[config.mk]
export PLATFORM = sky130hd
export DESIGN_NAME = servo_pose_interpolator
export DESIGN_NICKNAME = d
export VERILOG_FILES = /design/src/design/spint_pkg.sv /design/src/design/spint_ram.sv /design/src/design/spint_div.sv /design/src/design/servo_pose_interpolator.sv
export SDC_FILE = /design/constraint.sdc
export NUM_CORES = 2
export LEC_CHECK = 0
export ABC_AREA = 0
export BUFFER_PORTS_ARGS = -buffer_cell sky130_fd_sc_hd__buf_2
export CORE_MARGIN = 3
export CORE_UTILIZATION = 55
export CTS_CLUSTER_SIZE = 14
export DETAILED_ROUTE_END_ITERATION = 10
export PLACE_DENSITY = 0.76
export SYNTH_ARGS = -nofsm -noshare
export SYNTH_HDL_FRONTEND = slang
export SYNTH_SLANG_ARGS = --single-unit
[constraint.sdc]
create_clock -name clk_i -period 17.8 [get_ports clk_i]
set_input_delay 0 -clock clk_i [delete_from_list [all_inputs] [get_ports clk_i]]
set_output_delay 0 -clock clk_i [all_outputs]
set_load 0.1 [all_outputs]
[src/design/spint_pkg.sv]
package spint_pkg;

  // Port field widths
  localparam int MODE_W     = 3;
  localparam int IDX_W      = 5;
  localparam int POS_W      = 10;
  localparam int ID_W       = 8;
  localparam int DUR_W      = 16;
  localparam int FL_W       = 10;
  localparam int SC_W       = 6;
  localparam int CFG_IDX_W  = 1;
  localparam int CFG_DATA_W = 10;

  // Shared divider: duration / frame length and distance / frames
  localparam int DIVIDEND_W = 16;
  localparam int DIVISOR_W  = 17;

  // Reset values
  localparam int RESET_POS  = 512;
  localparam logic [FL_W-1:0] FL_RESET = FL_W'(33);
  localparam logic [SC_W-1:0] SC_RESET = SC_W'(18);

  typedef enum logic [MODE_W-1:0] {
    MODE_LOAD_TARGET  = 3'd0,
    MODE_LOAD_CURRENT = 3'd1,
    MODE_SET_ID       = 3'd2,
    MODE_START        = 3'd3,
    MODE_TICK         = 3'd4
  } mode_e;

  typedef enum logic [CFG_IDX_W-1:0] {
    REG_FRAME_LEN   = 1'd0,
    REG_SERVO_COUNT = 1'd1
  } cfg_reg_e;

  typedef enum logic [2:0] {
    S_IDLE,
    S_FIELD_WR,
    S_FRAMES,
    S_STEP_RD,
    S_STEP_DAT,
    S_STEP_DIV,
    S_TICK_UPD,
    S_TICK_EMIT
  } state_e;

endpackage

[src/design/spint_ram.sv]
module spint_ram #(
  parameter int WIDTH = 8,
  parameter int DEPTH = 32,
  localparam int AW = (DEPTH > 1) ? $clog2(DEPTH) : 1
) (
  input  logic             clk_i,
  input  logic             we_i,
  input  logic [AW-1:0]    waddr_i,
  input  logic [WIDTH-1:0] wdata_i,
  input  logic             re_i,
  input  logic [AW-1:0]    raddr_i,
  output logic [WIDTH-1:0] rdata_o
);

  logic [WIDTH-1:0] mem_q [DEPTH];
  logic [WIDTH-1:0] rdata_q;

  always_ff @(posedge clk_i) begin
    if (we_i) begin
      mem_q[waddr_i] <= wdata_i;
    end
    if (re_i) begin
      rdata_q <= mem_q[raddr_i];
    end
  end

  assign rdata_o = rdata_q;

endmodule

[src/design/spint_div.sv]
module spint_div (
  input  logic                             clk_i,
  input  logic                             rst_ni,
  input  logic                             start_i,
  input  logic [spint_pkg::DIVIDEND_W-1:0] dividend_i,
  input  logic [spint_pkg::DIVISOR_W-1:0]  divisor_i,
  output logic                             done_o,
  output logic [spint_pkg::DIVIDEND_W-1:0] quotient_o
);

  import spint_pkg::*;

  localparam int CNT_W = $clog2(DIVIDEND_W + 1);

  logic                  busy_q;
  logic                  done_q;
  logic [CNT_W-1:0]      cnt_q;
  logic [DIVISOR_W-1:0]  rem_q;
  logic [DIVISOR_W-1:0]  den_q;
  logic [DIVIDEND_W-1:0] quo_q;
  logic [DIVISOR_W:0]    trial;
  logic                  fits;

  // Restoring division, one quotient bit per cycle, MSB first
  assign trial = {rem_q, quo_q[DIVIDEND_W-1]};
  assign fits  = trial >= {1'b0, den_q};

  always_ff @(posedge clk_i or negedge rst_ni) begin
    if (!rst_ni) begin
      busy_q <= 1'b0;
      done_q <= 1'b0;
      cnt_q  <= '0;
    end else begin
      done_q <= 1'b0;
      if (start_i) begin
        busy_q <= 1'b1;
        cnt_q  <= CNT_W'(DIVIDEND_W);
      end else if (busy_q) begin
        cnt_q <= cnt_q - CNT_W'(1);
        if (cnt_q == CNT_W'(1)) begin
          busy_q <= 1'b0;
          done_q <= 1'b1;
        end
      end
    end
  end

  always_ff @(posedge clk_i) begin
    if (start_i) begin
      rem_q <= '0;
      den_q <= divisor_i;
      quo_q <= dividend_i;
    end else if (busy_q) begin
      if (fits) begin
        rem_q <= DIVISOR_W'(trial - {1'b0, den_q});
      end else begin
        rem_q <= trial[DIVISOR_W-1:0];
      end
      quo_q <= {quo_q[DIVIDEND_W-2:0], fits};
    end
  end

  assign done_o     = done_q;
  assign quotient_o = quo_q;

endmodule

[src/design/servo_pose_interpolator.sv]
// Channel   | Direction | Handshake                 | Payload
// ----------+-----------+---------------------------+----------------------------------------
// command   | in        | start & !busy             | mode_i, servo_index_i, position_i,
//           |           |                           | servo_id_i, duration_ms_i
// result    | out       | result_valid_o, 1 cycle   | out_servo_id_o, goal_position_o, idle_o,
//           |           |                           | finished_o, last_of_frame_o
// config    | in        | cfg_valid_i & cfg_ready_o | cfg_index_i, cfg_data_i
//
// Load target / load current / set id: read the entry, then merge and write it back.
// Start: the 16-step shared divider does one divide for the frame count, then one per
// servo entry in use.
// Tick: an update pass and an emit pass over the entry RAM, one entry per cycle.
// Idle or empty ticks make no pass and give a single result.
// After reset the block takes commands at once; unwritten entries read their reset
// value via per-entry valid flops. Results cannot be stalled.
module servo_pose_interpolator #(
  parameter int NUM_SERVOS = 32,
  parameter int FRAC_BITS  = 3
) (
  input  logic                             clk_i,
  input  logic                             rst_ni,
  input  logic                             start,
  output logic                             busy,
  input  logic [spint_pkg::MODE_W-1:0]     mode_i,
  input  logic [spint_pkg::IDX_W-1:0]      servo_index_i,
  input  logic [spint_pkg::POS_W-1:0]      position_i,
  input  logic [spint_pkg::ID_W-1:0]       servo_id_i,
  input  logic [spint_pkg::DUR_W-1:0]      duration_ms_i,
  output logic                             result_valid_o,
  output logic [spint_pkg::ID_W-1:0]       out_servo_id_o,
  output logic [spint_pkg::POS_W-1:0]      goal_position_o,
  output logic                             idle_o,
  output logic                             finished_o,
  output logic                             last_of_frame_o,
  input  logic                             cfg_valid_i,
  output logic                             cfg_ready_o,
  input  logic [spint_pkg::CFG_IDX_W-1:0]  cfg_index_i,
  input  logic [spint_pkg::CFG_DATA_W-1:0] cfg_data_i
);

  import spint_pkg::*;

  localparam int POSE_W = POS_W + FRAC_BITS;
  localparam int STEP_W = POSE_W + 1;
  localparam int AW     = (NUM_SERVOS > 1) ? $clog2(NUM_SERVOS) : 1;
  localparam int CNT_W  = $clog2(NUM_SERVOS + 1);

  typedef struct packed {
    logic [ID_W-1:0]   id;
    logic [STEP_W-1:0] step;
    logic [POSE_W-1:0] tgt;
    logic [POSE_W-1:0] cur;
  } entry_t;

  localparam int ENT_W = $bits(entry_t);
  localparam logic [POSE_W-1:0] POSE_RESET = POSE_W'(RESET_POS) << FRAC_BITS;

  function automatic entry_t reset_entry(input logic [AW-1:0] addr);
    entry_t e;
    e.id   = ID_W'(addr) + ID_W'(1);
    e.step = '0;
    e.tgt  = POSE_RESET;
    e.cur  = POSE_RESET;
    return e;
  endfunction

  // Control and configuration state
  state_e              state_q, state_d;
  logic                moving_q, moving_d;
  logic [FL_W-1:0]     fl_q;
  logic [SC_W-1:0]     sc_q;
  logic [CNT_W-1:0]    ptr_q, ptr_d;
  logic                all_arr_q, all_arr_d;
  logic [NUM_SERVOS-1:0] vld_q;
  logic                rd_pend_q;
  logic                rd_vld_q;
  logic [AW-1:0]       rd_addr_q;

  // Latched command fields and work registers
  mode_e               mode_q, mode_d;
  logic [POS_W-1:0]    pos_q, pos_d;
  logic [ID_W-1:0]     id_q, id_d;
  logic [DIVISOR_W-1:0] frames_q, frames_d;
  entry_t              ent_q, ent_d;

  // Result register
  logic                res_vld_q, res_vld_d;
  logic [ID_W-1:0]     res_id_q, res_id_d;
  logic [POS_W-1:0]    res_pos_q, res_pos_d;
  logic                res_idle_q, res_idle_d;
  logic                res_fin_q, res_fin_d;
  logic                res_last_q, res_last_d;

  // RAM and divider hookup
  logic                ram_we, ram_re;
  logic [AW-1:0]       ram_waddr, ram_raddr;
  entry_t              ram_wdata;
  logic [ENT_W-1:0]    ram_rdata;
  logic                div_start, div_done;
  logic [DIVIDEND_W-1:0] div_dividend, div_quotient;
  logic [DIVISOR_W-1:0]  div_divisor;

  logic                accept;
  logic [6:0]          cnt7;
  logic                idx_ok;
  logic                ptr_more;
  logic                last_rd;
  logic [FL_W-1:0]     fl_eff;
  entry_t              rd_ent;
  entry_t              upd_ent;
  logic                up;
  logic [POSE_W-1:0]   span;
  logic                arrived;
  logic                frame_fin;

  assign accept      = start && (state_q == S_IDLE);
  assign busy        = (state_q != S_IDLE);
  assign cfg_ready_o = 1'b1;

  // Servos in use: servo_count capped at the table depth
  assign cnt7     = ({1'b0, sc_q} < 7'(NUM_SERVOS)) ? {1'b0, sc_q} : 7'(NUM_SERVOS);
  assign idx_ok   = {2'b00, servo_index_i} < cnt7;
  assign ptr_more = 7'(ptr_q) < cnt7;
  assign last_rd  = (7'(rd_addr_q) + 7'd1) == cnt7;
  assign fl_eff   = (fl_q == '0) ? FL_W'(1) : fl_q;

  // Entries never written read back as their reset value
  assign rd_ent = rd_vld_q ? entry_t'(ram_rdata) : reset_entry(rd_addr_q);

  // One frame step of the entry just read, with snap to target
  assign up        = rd_ent.tgt > rd_ent.cur;
  assign span      = up ? (rd_ent.tgt - rd_ent.cur) : (rd_ent.cur - rd_ent.tgt);
  assign arrived   = (rd_ent.cur == rd_ent.tgt) || (STEP_W'(span) < rd_ent.step);
  assign frame_fin = all_arr_q && arrived;

  always_comb begin
    upd_ent = rd_ent;
    if (arrived) begin
      upd_ent.cur = rd_ent.tgt;
    end else if (up) begin
      upd_ent.cur = rd_ent.cur + POSE_W'(rd_ent.step);
    end else begin
      upd_ent.cur = rd_ent.cur - POSE_W'(rd_ent.step);
    end
  end

  // Next state
  always_comb begin
    state_d = state_q;
    case (state_q)
      S_IDLE: begin
        if (accept) begin
          case (mode_e'(mode_i))
            MODE_LOAD_TARGET, MODE_LOAD_CURRENT, MODE_SET_ID: begin
              if (idx_ok) state_d = S_FIELD_WR;
            end
            MODE_START: state_d = S_FRAMES;
            MODE_TICK: begin
              if (moving_q && (cnt7 != 7'd0)) state_d = S_TICK_UPD;
            end
            default: state_d = S_IDLE;
          endcase
        end
      end
      S_FIELD_WR: state_d = S_IDLE;
      S_FRAMES: begin
        if (div_done) state_d = (cnt7 == 7'd0) ? S_IDLE : S_STEP_RD;
      end
      S_STEP_RD:  state_d = S_STEP_DAT;
      S_STEP_DAT: state_d = S_STEP_DIV;
      S_STEP_DIV: begin
        if (div_done) state_d = last_rd ? S_IDLE : S_STEP_RD;
      end
      S_TICK_UPD: begin
        if (!ptr_more && rd_pend_q) state_d = S_TICK_EMIT;
      end
      S_TICK_EMIT: begin
        if (!ptr_more && rd_pend_q) state_d = S_IDLE;
      end
      default: state_d = S_IDLE;
    endcase
  end

  // Datapath and outputs
  always_comb begin
    moving_d     = moving_q;
    ptr_d        = ptr_q;
    all_arr_d    = all_arr_q;
    mode_d       = mode_q;
    pos_d        = pos_q;
    id_d         = id_q;
    frames_d     = frames_q;
    ent_d        = ent_q;
    ram_we       = 1'b0;
    ram_waddr    = rd_addr_q;
    ram_wdata    = upd_ent;
    ram_re       = 1'b0;
    ram_raddr    = ptr_q[AW-1:0];
    div_start    = 1'b0;
    div_dividend = DIVIDEND_W'(span);
    div_divisor  = frames_q;
    res_vld_d    = 1'b0;
    res_id_d     = '0;
    res_pos_d    = '0;
    res_idle_d   = 1'b0;
    res_fin_d    = 1'b0;
    res_last_d   = 1'b0;

    case (state_q)
      S_IDLE: begin
        if (accept) begin
          mode_d = mode_e'(mode_i);
          pos_d  = position_i;
          id_d   = servo_id_i;
          case (mode_e'(mode_i))
            MODE_LOAD_TARGET, MODE_LOAD_CURRENT, MODE_SET_ID: begin
              ram_re    = idx_ok;
              ram_raddr = AW'(servo_index_i);
            end
            MODE_START: begin
              moving_d     = 1'b1;
              div_start    = 1'b1;
              div_dividend = duration_ms_i;
              div_divisor  = DIVISOR_W'(fl_eff);
            end
            MODE_TICK: begin
              ptr_d     = '0;
              all_arr_d = 1'b1;
              if (!moving_q) begin
                res_vld_d  = 1'b1;
                res_idle_d = 1'b1;
                res_last_d = 1'b1;
              end else if (cnt7 == 7'd0) begin
                // empty table ends the move at once
                moving_d   = 1'b0;
                res_vld_d  = 1'b1;
                res_fin_d  = 1'b1;
                res_last_d = 1'b1;
              end
            end
            default: ;
          endcase
        end
      end
      S_FIELD_WR: begin
        ram_we    = 1'b1;
        ram_wdata = rd_ent;
        case (mode_q)
          MODE_LOAD_TARGET:  ram_wdata.tgt = POSE_W'(pos_q) << FRAC_BITS;
          MODE_LOAD_CURRENT: ram_wdata.cur = POSE_W'(pos_q) << FRAC_BITS;
          MODE_SET_ID:       ram_wdata.id  = id_q;
          default: ;
        endcase
      end
      S_FRAMES: begin
        ptr_d = '0;
        if (div_done) begin
          frames_d = DIVISOR_W'(div_quotient) + DIVISOR_W'(1);
        end
      end
      S_STEP_RD: begin
        ram_re = 1'b1;
      end
      S_STEP_DAT: begin
        ent_d     = rd_ent;
        div_start = 1'b1;
      end
      S_STEP_DIV: begin
        ram_wdata      = ent_q;
        ram_wdata.step = STEP_W'(div_quotient) + STEP_W'(1);
        if (div_done) begin
          ram_we = 1'b1;
          ptr_d  = ptr_q + CNT_W'(1);
        end
      end
      S_TICK_UPD: begin
        if (ptr_more) begin
          ram_re = 1'b1;
          ptr_d  = ptr_q + CNT_W'(1);
        end
        if (rd_pend_q) begin
          ram_we    = 1'b1;
          all_arr_d = frame_fin;
          if (!ptr_more) begin
            ptr_d    = '0;
            moving_d = !frame_fin;
          end
        end
      end
      S_TICK_EMIT: begin
        if (ptr_more) begin
          ram_re = 1'b1;
          ptr_d  = ptr_q + CNT_W'(1);
        end
        if (rd_pend_q) begin
          res_vld_d  = 1'b1;
          res_id_d   = rd_ent.id;
          res_pos_d  = rd_ent.cur[POSE_W-1:FRAC_BITS];
          res_fin_d  = all_arr_q;
          res_last_d = last_rd;
        end
      end
      default: ;
    endcase
  end

  always_ff @(posedge clk_i or negedge rst_ni) begin
    if (!rst_ni) begin
      state_q    <= S_IDLE;
      moving_q   <= 1'b0;
      fl_q       <= FL_RESET;
      sc_q       <= SC_RESET;
      ptr_q      <= '0;
      all_arr_q  <= 1'b0;
      vld_q      <= '0;
      rd_pend_q  <= 1'b0;
      rd_vld_q   <= 1'b0;
      rd_addr_q  <= '0;
      res_vld_q  <= 1'b0;
      res_id_q   <= '0;
      res_pos_q  <= '0;
      res_idle_q <= 1'b0;
      res_fin_q  <= 1'b0;
      res_last_q <= 1'b0;
    end else begin
      state_q    <= state_d;
      moving_q   <= moving_d;
      ptr_q      <= ptr_d;
      all_arr_q  <= all_arr_d;
      rd_pend_q  <= ram_re;
      res_vld_q  <= res_vld_d;
      res_id_q   <= res_id_d;
      res_pos_q  <= res_pos_d;
      res_idle_q <= res_idle_d;
      res_fin_q  <= res_fin_d;
      res_last_q <= res_last_d;
      if (ram_re) begin
        rd_addr_q <= ram_raddr;
        rd_vld_q  <= vld_q[ram_raddr];
      end
      if (ram_we) begin
        vld_q[ram_waddr] <= 1'b1;
      end
      if (cfg_valid_i) begin
        case (cfg_reg_e'(cfg_index_i))
          REG_FRAME_LEN:   fl_q <= cfg_data_i[FL_W-1:0];
          REG_SERVO_COUNT: sc_q <= cfg_data_i[SC_W-1:0];
          default: ;
        endcase
      end
    end
  end

  always_ff @(posedge clk_i) begin
    mode_q   <= mode_d;
    pos_q    <= pos_d;
    id_q     <= id_d;
    frames_q <= frames_d;
    ent_q    <= ent_d;
  end

  spint_ram #(
    .WIDTH (ENT_W),
    .DEPTH (NUM_SERVOS)
  ) u_ent_ram (
    .clk_i   (clk_i),
    .we_i    (ram_we),
    .waddr_i (ram_waddr),
    .wdata_i (ram_wdata),
    .re_i    (ram_re),
    .raddr_i (ram_raddr),
    .rdata_o (ram_rdata)
  );

  spint_div u_div (
    .clk_i      (clk_i),
    .rst_ni     (rst_ni),
    .start_i    (div_start),
    .dividend_i (div_dividend),
    .divisor_i  (div_divisor),
    .done_o     (div_done),
    .quotient_o (div_quotient)
  );

  assign result_valid_o  = res_vld_q;
  assign out_servo_id_o  = res_id_q;
  assign goal_position_o = res_pos_q;
  assign idle_o          = res_idle_q;
  assign finished_o      = res_fin_q;
  assign last_of_frame_o = res_last_q;

endmodule
Yosys cells after proc, flatten, opt, wreduce, memory -nomap -nowiden

Memory sizes are Yosys's and may differ from the RTL's. A register that Yosys moved wholly into a read port is not among the register bits.
Cells that the tools add are included.

Bits in registers: 217
RAM bits: 1536
Bits of input ports: 57
Output and inout port bits: 24
Word-level logic and storage cells: 202
Memories: 1

Add/sub/neg operators: 11
Order comparisons: 9
Eq/ne operators: 27
Muxes and demuxes: 95
Bitwise gates (word level): 2
Reduce and logical (&&, ||, !) cells: 28

Memories:

| name            | depth | bits a word | rd ports | clocked after Yosys merged registers in | write ports | line            | source |
|---|---|---|---|---|---|---|---|
| u_ent_ram.mem_q | 32    | 48          | 1        | 1                                       | 1           | spint_ram.sv:15 | `logic [WIDTH-1:0] mem_q [DEPTH];` |

Operators by type and width:

| cell                                          | number |
|---|---|
| one-hot mux 48 bit (2 select lines)           | 1 |
| 2-to-1 mux 16 bit                             | 5 |
| 2-to-1 mux 17 bit                             | 4 |
| 2-to-1 mux 13 bit                             | 5 |
| 2-to-1 mux 48 bit                             | 1 |
| 2-to-1 mux 6 bit                              | 7 |
| subtractor 13 bit                             | 3 |
| 2-to-1 mux 1 bit                              | 38 |
| bitwise OR 32 bit                             | 1 |
| 2-to-1 mux 10 bit                             | 3 |
| one-hot mux 6 bit (5 select lines)            | 1 |
| 2-to-1 mux 5 bit                              | 5 |
| 2-to-1 mux 8 bit                              | 3 |
| one-hot mux 3 bit (8 select lines)            | 1 |
| 2-to-1 mux 3 bit                              | 7 |
| greater-or-equal comparator 18 x 17 -> 1 bit  | 1 |
| adder 16 x 1 -> 17 bit, second input constant | 1 |
| subtractor 17 bit                             | 1 |
| == test 3 x 2 -> 1 bit, second input constant | 5 |
| == test 3 bit, second input constant          | 5 |
| adder 14 x 1 -> 14 bit, second input constant | 1 |
| < comparator 13 x 14 -> 1 bit                 | 1 |
| one-hot mux 1 bit (2 select lines)            | 7 |
| adder 13 bit                                  | 1 |
| other kinds (39)                              | 64 |

Depth between registers and ports, before layout

Depth after elaboration: 11
Mapped depth: 29
Mapped depth without buffers: 21

Modules after synthesis

A second synthesis with hierarchy kept.

Cell total of the unflattened synthesis: 4862
Area, all modules: 75283.5 µm²

Modules (own cells, without submodules):

| module                  | instances | cells an instance | area an instance (µm²) | seq. area each (µm²) |
|---|---|---|---|---|
| spint_ram               | 1         | 3364              | 61205.0                | 47565.6 |
| servo_pose_interpolator | 1         | 1191              | 10866.7                | 4369.2 |
| spint_div               | 1         | 307               | 3211.8                 | 1506.4 |

Worst setup path before layout

Ideal clock, no wire load.

Kind: flip-flop to flip-flop
Start: reg rd_vld_q
End: mem u_ent_ram.mem_q[0][6] (netlist bit) (data pin)
Arrival: 6.790 ns
Data required time: 17.346 ns
Path slack: 10.556 ns
Cell stages (with the launch flop): 29
Buffers on the path: 10
Clock period less this slack: 7.244 ns
Path through: dfrtp_1 buf_6 buf_2 buf_1 clkbuf_1 clkbuf_1 nand2_1 ha_1 buf_2 nand4_1 nor3_1 o211ai_2 a21boi_4 buf_2 buf_2 buf_2 mux2_2 ha_1 a21o_1 a21oi_1 nor2b_1 o21ai_0 nand2b_1 a21oi_1 nor2_1 o2111ai_1 clkbuf_1 a21oi_1 o21ai_0

RTL lines:

| item                     | line                           | source |
|---|---|---|
| start: declaration       | servo_pose_interpolator.sv:76  | `logic rd_vld_q;` |
| start signal: assignment | servo_pose_interpolator.sv:339 | `rd_vld_q <= vld_q[ram_raddr];` |
| end: declaration         | spint_ram.sv:15                |  |

==> out/results.txt <==
The row count was 133; the via density per instance was 6.567. The complex-gate fraction of the synthesized area works out to 0.03443. Synthesis produced a netlist whose cell count is 4,306.

The final number of max-transition violations was 0; the clock-pin slew on the worst setup and hold paths was 0.06 ns. The post-route fraction of the period consumed by the critical path was 0.4666; the max capacitance violation total was 0. Across the VDD grid, the largest voltage drop is 0.0001777 V. Setup violations remaining at the end of the flow were counted as 0. For this block, the routed nets add up to 193,300 um of wire. The combinational family with the most area after synthesis is multiplexers. During placement, the flow inserted port buffers numbering 79. The data arrival time at the worst-slack endpoint was 8.54 ns.

The run gives 93 as the number of different library cells in the post-synthesis netlist. The worst setup path is launched from a flop. The minimum setup slack among reg-to-reg paths is 9.49 ns. The largest area contributor in the synthesized netlist was sky130_fd_sc_hd__edfxtp_1. Compared with the post-synthesis result, the final layout area differs by 12.48%. The worst clock skew came out at 0.02673 ns. TritonCTS built the clock tree. The number of enable flip-flop cells after synthesis is 1,689, and the post-CTS setup buffer count is 0. The critical path is of the flop to flop type. The horizontal extent of the die came out at 372.1 um. In this run the count of I/O pins placed on the die edge is 81. The depth of the worst register-to-register path came out at 20. The run gives 6,420 as the count of placed standard cells in the final layout, fillers left out. The tree is rooted in a sky130_fd_sc_hd__clkbuf_16. When the netlist entered floorplanning its net count stood at 4,444.

The worst-path maximum fanout was 62; the share of final-layout standard cells stronger than drive strength 1 was 0.2104. After routing, the total negative slack on setup checks comes to 0 ns. The adder-cell area share of the yosys netlist is 0.01414, and the fraction of synthesized area in multiplexers is 0.1292. Count of nets left with antenna violations after detail routing: 0. Entering global routing, the biggest net connects 131 pins.

By count the netlist is led by sky130_fd_sc_hd__edfxtp_1 (1,689), sky130_fd_sc_hd__nand2_1 (603), sky130_fd_sc_hd__mux4_2 (392), sky130_fd_sc_hd__nand3_1 (273), sky130_fd_sc_hd__nor2_1 (151). The upper clock frequency limit came out at 0.1204 GHz. The cell area that synthesis handed to floorplanning was 0.07373 mm^2. The H-tree was split into 4 levels.

In this run the deepest clock path goes through 3 buffers. The placer congestion estimate is 0.9092, and the core area is 0.1323 mm^2. The xor and xnor area share after synthesis was 0.008773. In this run the worst hold path is classified as input port to flop. The initial core utilization was 0.5573; the first-pass GRT wire length was 282,500 um. Area of the die: 0.1385 mm^2. Before antenna repair, the detailed router went through 8 iterations. The leading cell type by number of instances after synthesis was sky130_fd_sc_hd__edfxtp_1. The logs give 0.7248 for the share of synthesized area occupied by flip-flops and latches and 42,160 for the total number of vias. Dividing the detail-routed wire length by the instance count gives 30.11 um. Once placement completed, the tool counted placed cells totaling 6,006.

For the number of nets at the end of the flow, the log shows 4,658. The mean area per synthesized cell is 17.12 um^2. Global routing finished with a remaining overflow of 0. In the routed design, unresolved DRC markers number 0.

In this run, synthesis produced a sequential element count of 1,801. For this run, the number of Yosys warnings is 0. The die height works out to 372.1 um.

STA puts the critical path data required time at 18.04 ns. In the post-synthesis netlist, the biggest area contributors are sky130_fd_sc_hd__edfxtp_1 (69%), sky130_fd_sc_hd__mux4_2 (12%), sky130_fd_sc_hd__dfrtp_1 (3.1%), sky130_fd_sc_hd__nand2_1 (3.1%), sky130_fd_sc_hd__nand3_1 (1.9%). At the pin with the least slew margin, the transition time is 1.334 ns. The tools report the headroom to the max-slew limit as 0.1107.

Detailed placement ended at an HPWL of 98,830 um. Summed over all cells, the static leakage comes to 28.63 nW. The share of Yosys cell area claimed by the top area cell type was 0.6879. The all-layer global routing usage was 0.2840. The flow ran to the end, and the final reports show no timing, DRC or antenna violations. Setup repair after global routing left no endpoint under its margin. The number of global-route vias before repair was 42,040; the total clock sinks was 1,801. The first routing iteration left 6,109 violations.

For the final number of hold-violating endpoints, the log shows 0. The smallest clock period supported by the final layout is computed as 8.306 ns. Leading register cell type out of synthesis: sky130_fd_sc_hd__edfxtp_1.

Power per standard cell area: 202.3 mW/mm^2. The TritonCTS buffer count was 171; the fraction of synthesis flops using an asynchronous set or reset pin was 0.05275. The simple-gate share of the synthesized area came out at 0.07032.

The initial antenna violation count was 4. The count of cells along the worst hold path is 2. The sort of element at the end of the critical path was a flop. The later pin in the worst-skew pair is clocked with a latency of 0.82 ns.
==> critical path, cell delays in order, from the launching register on <==
cell,delay [ns]
sky130_fd_sc_hd__dfrtp_2,0.34
sky130_fd_sc_hd__buf_4,0.56
sky130_fd_sc_hd__clkinv_1,0.59
sky130_fd_sc_hd__nor2_1,0.44
sky130_fd_sc_hd__ha_1,0.31
sky130_fd_sc_hd__a21boi_1,0.30
sky130_fd_sc_hd__o211ai_2,0.16
sky130_fd_sc_hd__a21boi_4,0.81
sky130_fd_sc_hd__a31oi_1,0.27
sky130_fd_sc_hd__a221o_1,0.40
sky130_fd_sc_hd__a41oi_2,0.27
sky130_fd_sc_hd__o221ai_1,0.17
sky130_fd_sc_hd__xor2_1,0.24
sky130_fd_sc_hd__ha_1,0.29
sky130_fd_sc_hd__a2111oi_0,0.41
sky130_fd_sc_hd__nand2_1,0.12
sky130_fd_sc_hd__o2111ai_2,0.57
sky130_fd_sc_hd__buf_4,0.41
sky130_fd_sc_hd__nor2_1,0.09
sky130_fd_sc_hd__mux2i_1,0.14
sky130_fd_sc_hd__nand3_1,0.76
==> per-stage QoR <==
step / power [mW] / hold WS [ns] / worst slack (ns) / utilization / cell area, um^2
floorplan: 11.29 / -0.2956 / 10.56 / - / 73730
detailed placement: 13.16 / 0.02080 / 9.786 / 0.5785 / 76540
CTS: 16.70 / 0.003263 / 9.776 / 0.6268 / 82920
finish: 16.78 / 0.07047 / 9.494 / 0.6269 / 82940
global route: 17.54 / 0.05349 / 8.969 / 0.6269 / 82930
global placement: 13.00 / 0.01538 / 9.913 / 0.5785 / 76540
==> sequential cells by signal, indices dropped and copies added (netlist names), 8 cells and up <==
signal,count
u_ent_ram.mem_q,1536
u_ent_ram.rdata_o,48
ent_q,34
vld_q,32
frames_q,17
u_div.den_q,17
u_div.rem_q,17
u_div.quotient_o,16
fl_q,10
goal_position_o,10
pos_q,10
id_q,8
out_servo_id_o,8
==> cell usage in the layout (no fill, tap or decap), types with 11 or more instances in the layout <==
cell type                       Yosys  final
sky130_fd_sc_hd__edfxtp_1        1689   1689
sky130_fd_sc_hd__nand2_1          603    603
sky130_fd_sc_hd__mux4_2           392    392
sky130_fd_sc_hd__nand3_1          273    273
sky130_fd_sc_hd__clkbuf_16          0    173
sky130_fd_sc_hd__nor2_1           151    117
sky130_fd_sc_hd__o21ai_0          142    106
sky130_fd_sc_hd__dlygate4sd3_1      0     94
sky130_fd_sc_hd__dfrtp_1           91     89
sky130_fd_sc_hd__buf_4             23     86
sky130_fd_sc_hd__a21oi_1           90     84
sky130_fd_sc_hd__inv_1             82     82
sky130_fd_sc_hd__ha_1              80     80
sky130_fd_sc_hd__buf_2             70     78
sky130_fd_sc_hd__xnor2_1           45     45
sky130_fd_sc_hd__a22oi_1           38     38
sky130_fd_sc_hd__clkbuf_1         113     37
sky130_fd_sc_hd__clkinv_2           0     36
sky130_fd_sc_hd__clkinv_1           2     35
sky130_fd_sc_hd__nor2_4             0     34
sky130_fd_sc_hd__o21ai_2            2     34
sky130_fd_sc_hd__mux2i_1           39     34
sky130_fd_sc_hd__or2_2             33     33
sky130_fd_sc_hd__nor2b_1           29     29
sky130_fd_sc_hd__xor2_1            22     22
sky130_fd_sc_hd__mux2_2            24     22
sky130_fd_sc_hd__nor3_1            20     19
sky130_fd_sc_hd__a31oi_1           18     18
sky130_fd_sc_hd__dfxtp_1           17     17
sky130_fd_sc_hd__a211oi_1          14     14
sky130_fd_sc_hd__nand2b_1          13     12
sky130_fd_sc_hd__bufinv_16          0     11
==> area by class of cell <==
class / count / area [um^2]
diodes: 2 / 5.005
flip-flops and latches: 1801 / 53440
inverters: 85 / 319.1
repair buffers: 265 / 2112
multi-input cells: 2196 / 19440
well taps: 1755 / 2196
fillers: 8863 / 49360
clock buffers: 215 / 4537
clock inverters: 101 / 880.8
==> worst paths after layout <==
path | start | endpoint
max in group asynchronous | rst_ni | state_q[2]$_DFFE_PN0P_
min in group asynchronous | rst_ni | vld_q[0]$_DFFE_PN0P_
worst max register to register | rd_vld_q$_DFFE_PN0P_ | u_ent_ram.mem_q[9][10]$_DFFE_PP_
worst min-delay path | mode_i[2] | mode_q[2]$_DFFE_PP_
worst max-delay path | rd_vld_q$_DFFE_PN0P_ | u_ent_ram.mem_q[9][10]$_DFFE_PP_
worst min register to register | vld_q[30]$_DFFE_PN0P_ | vld_q[30]$_DFFE_PN0P_
==> logic make-up (layout without fill, tap and decap cells) <==
family | Yosys count | after routing
xor+xnor | 70 | 70
flops | 1801 | 1801
simple gates | 1182 | 1182
fa+ha+maj | 83 | 83
other cells | 1 | 3
mux | 457 | 457
buf+inv | 309 | 666
compound gates | 403 | 403
==> power by group <==
part	internal [mW]	switching [mW]
clock	1.98	1.57
combinational	2.03	4.16
sequential	6.83	0.216
total	10.8	5.95
==> per-layer routing <==
| layer | GRT usage | vias up | share of wire |
|---|---|---|---|
| li1 | - | 17240 | - |
| met1 | 0.3930 | 21480 | 0.37 |
| met3 | 0.06314 | 518 | 0.12 |
| met4 | 0.1243 | 2 | 0.045 |
| met5 | 0 | - | 0.000067 |
| met2 | 0.4393 | 2921 | 0.47 |
==> repair_timing <==
action | 4_1_cts | 5_1_grt
resized for setup | 0 | 0
endpoints found under the hold margin | 198 | 0
hold buffers | 95 | 0
No activity file was read; power rests on OpenSTA's default activity.
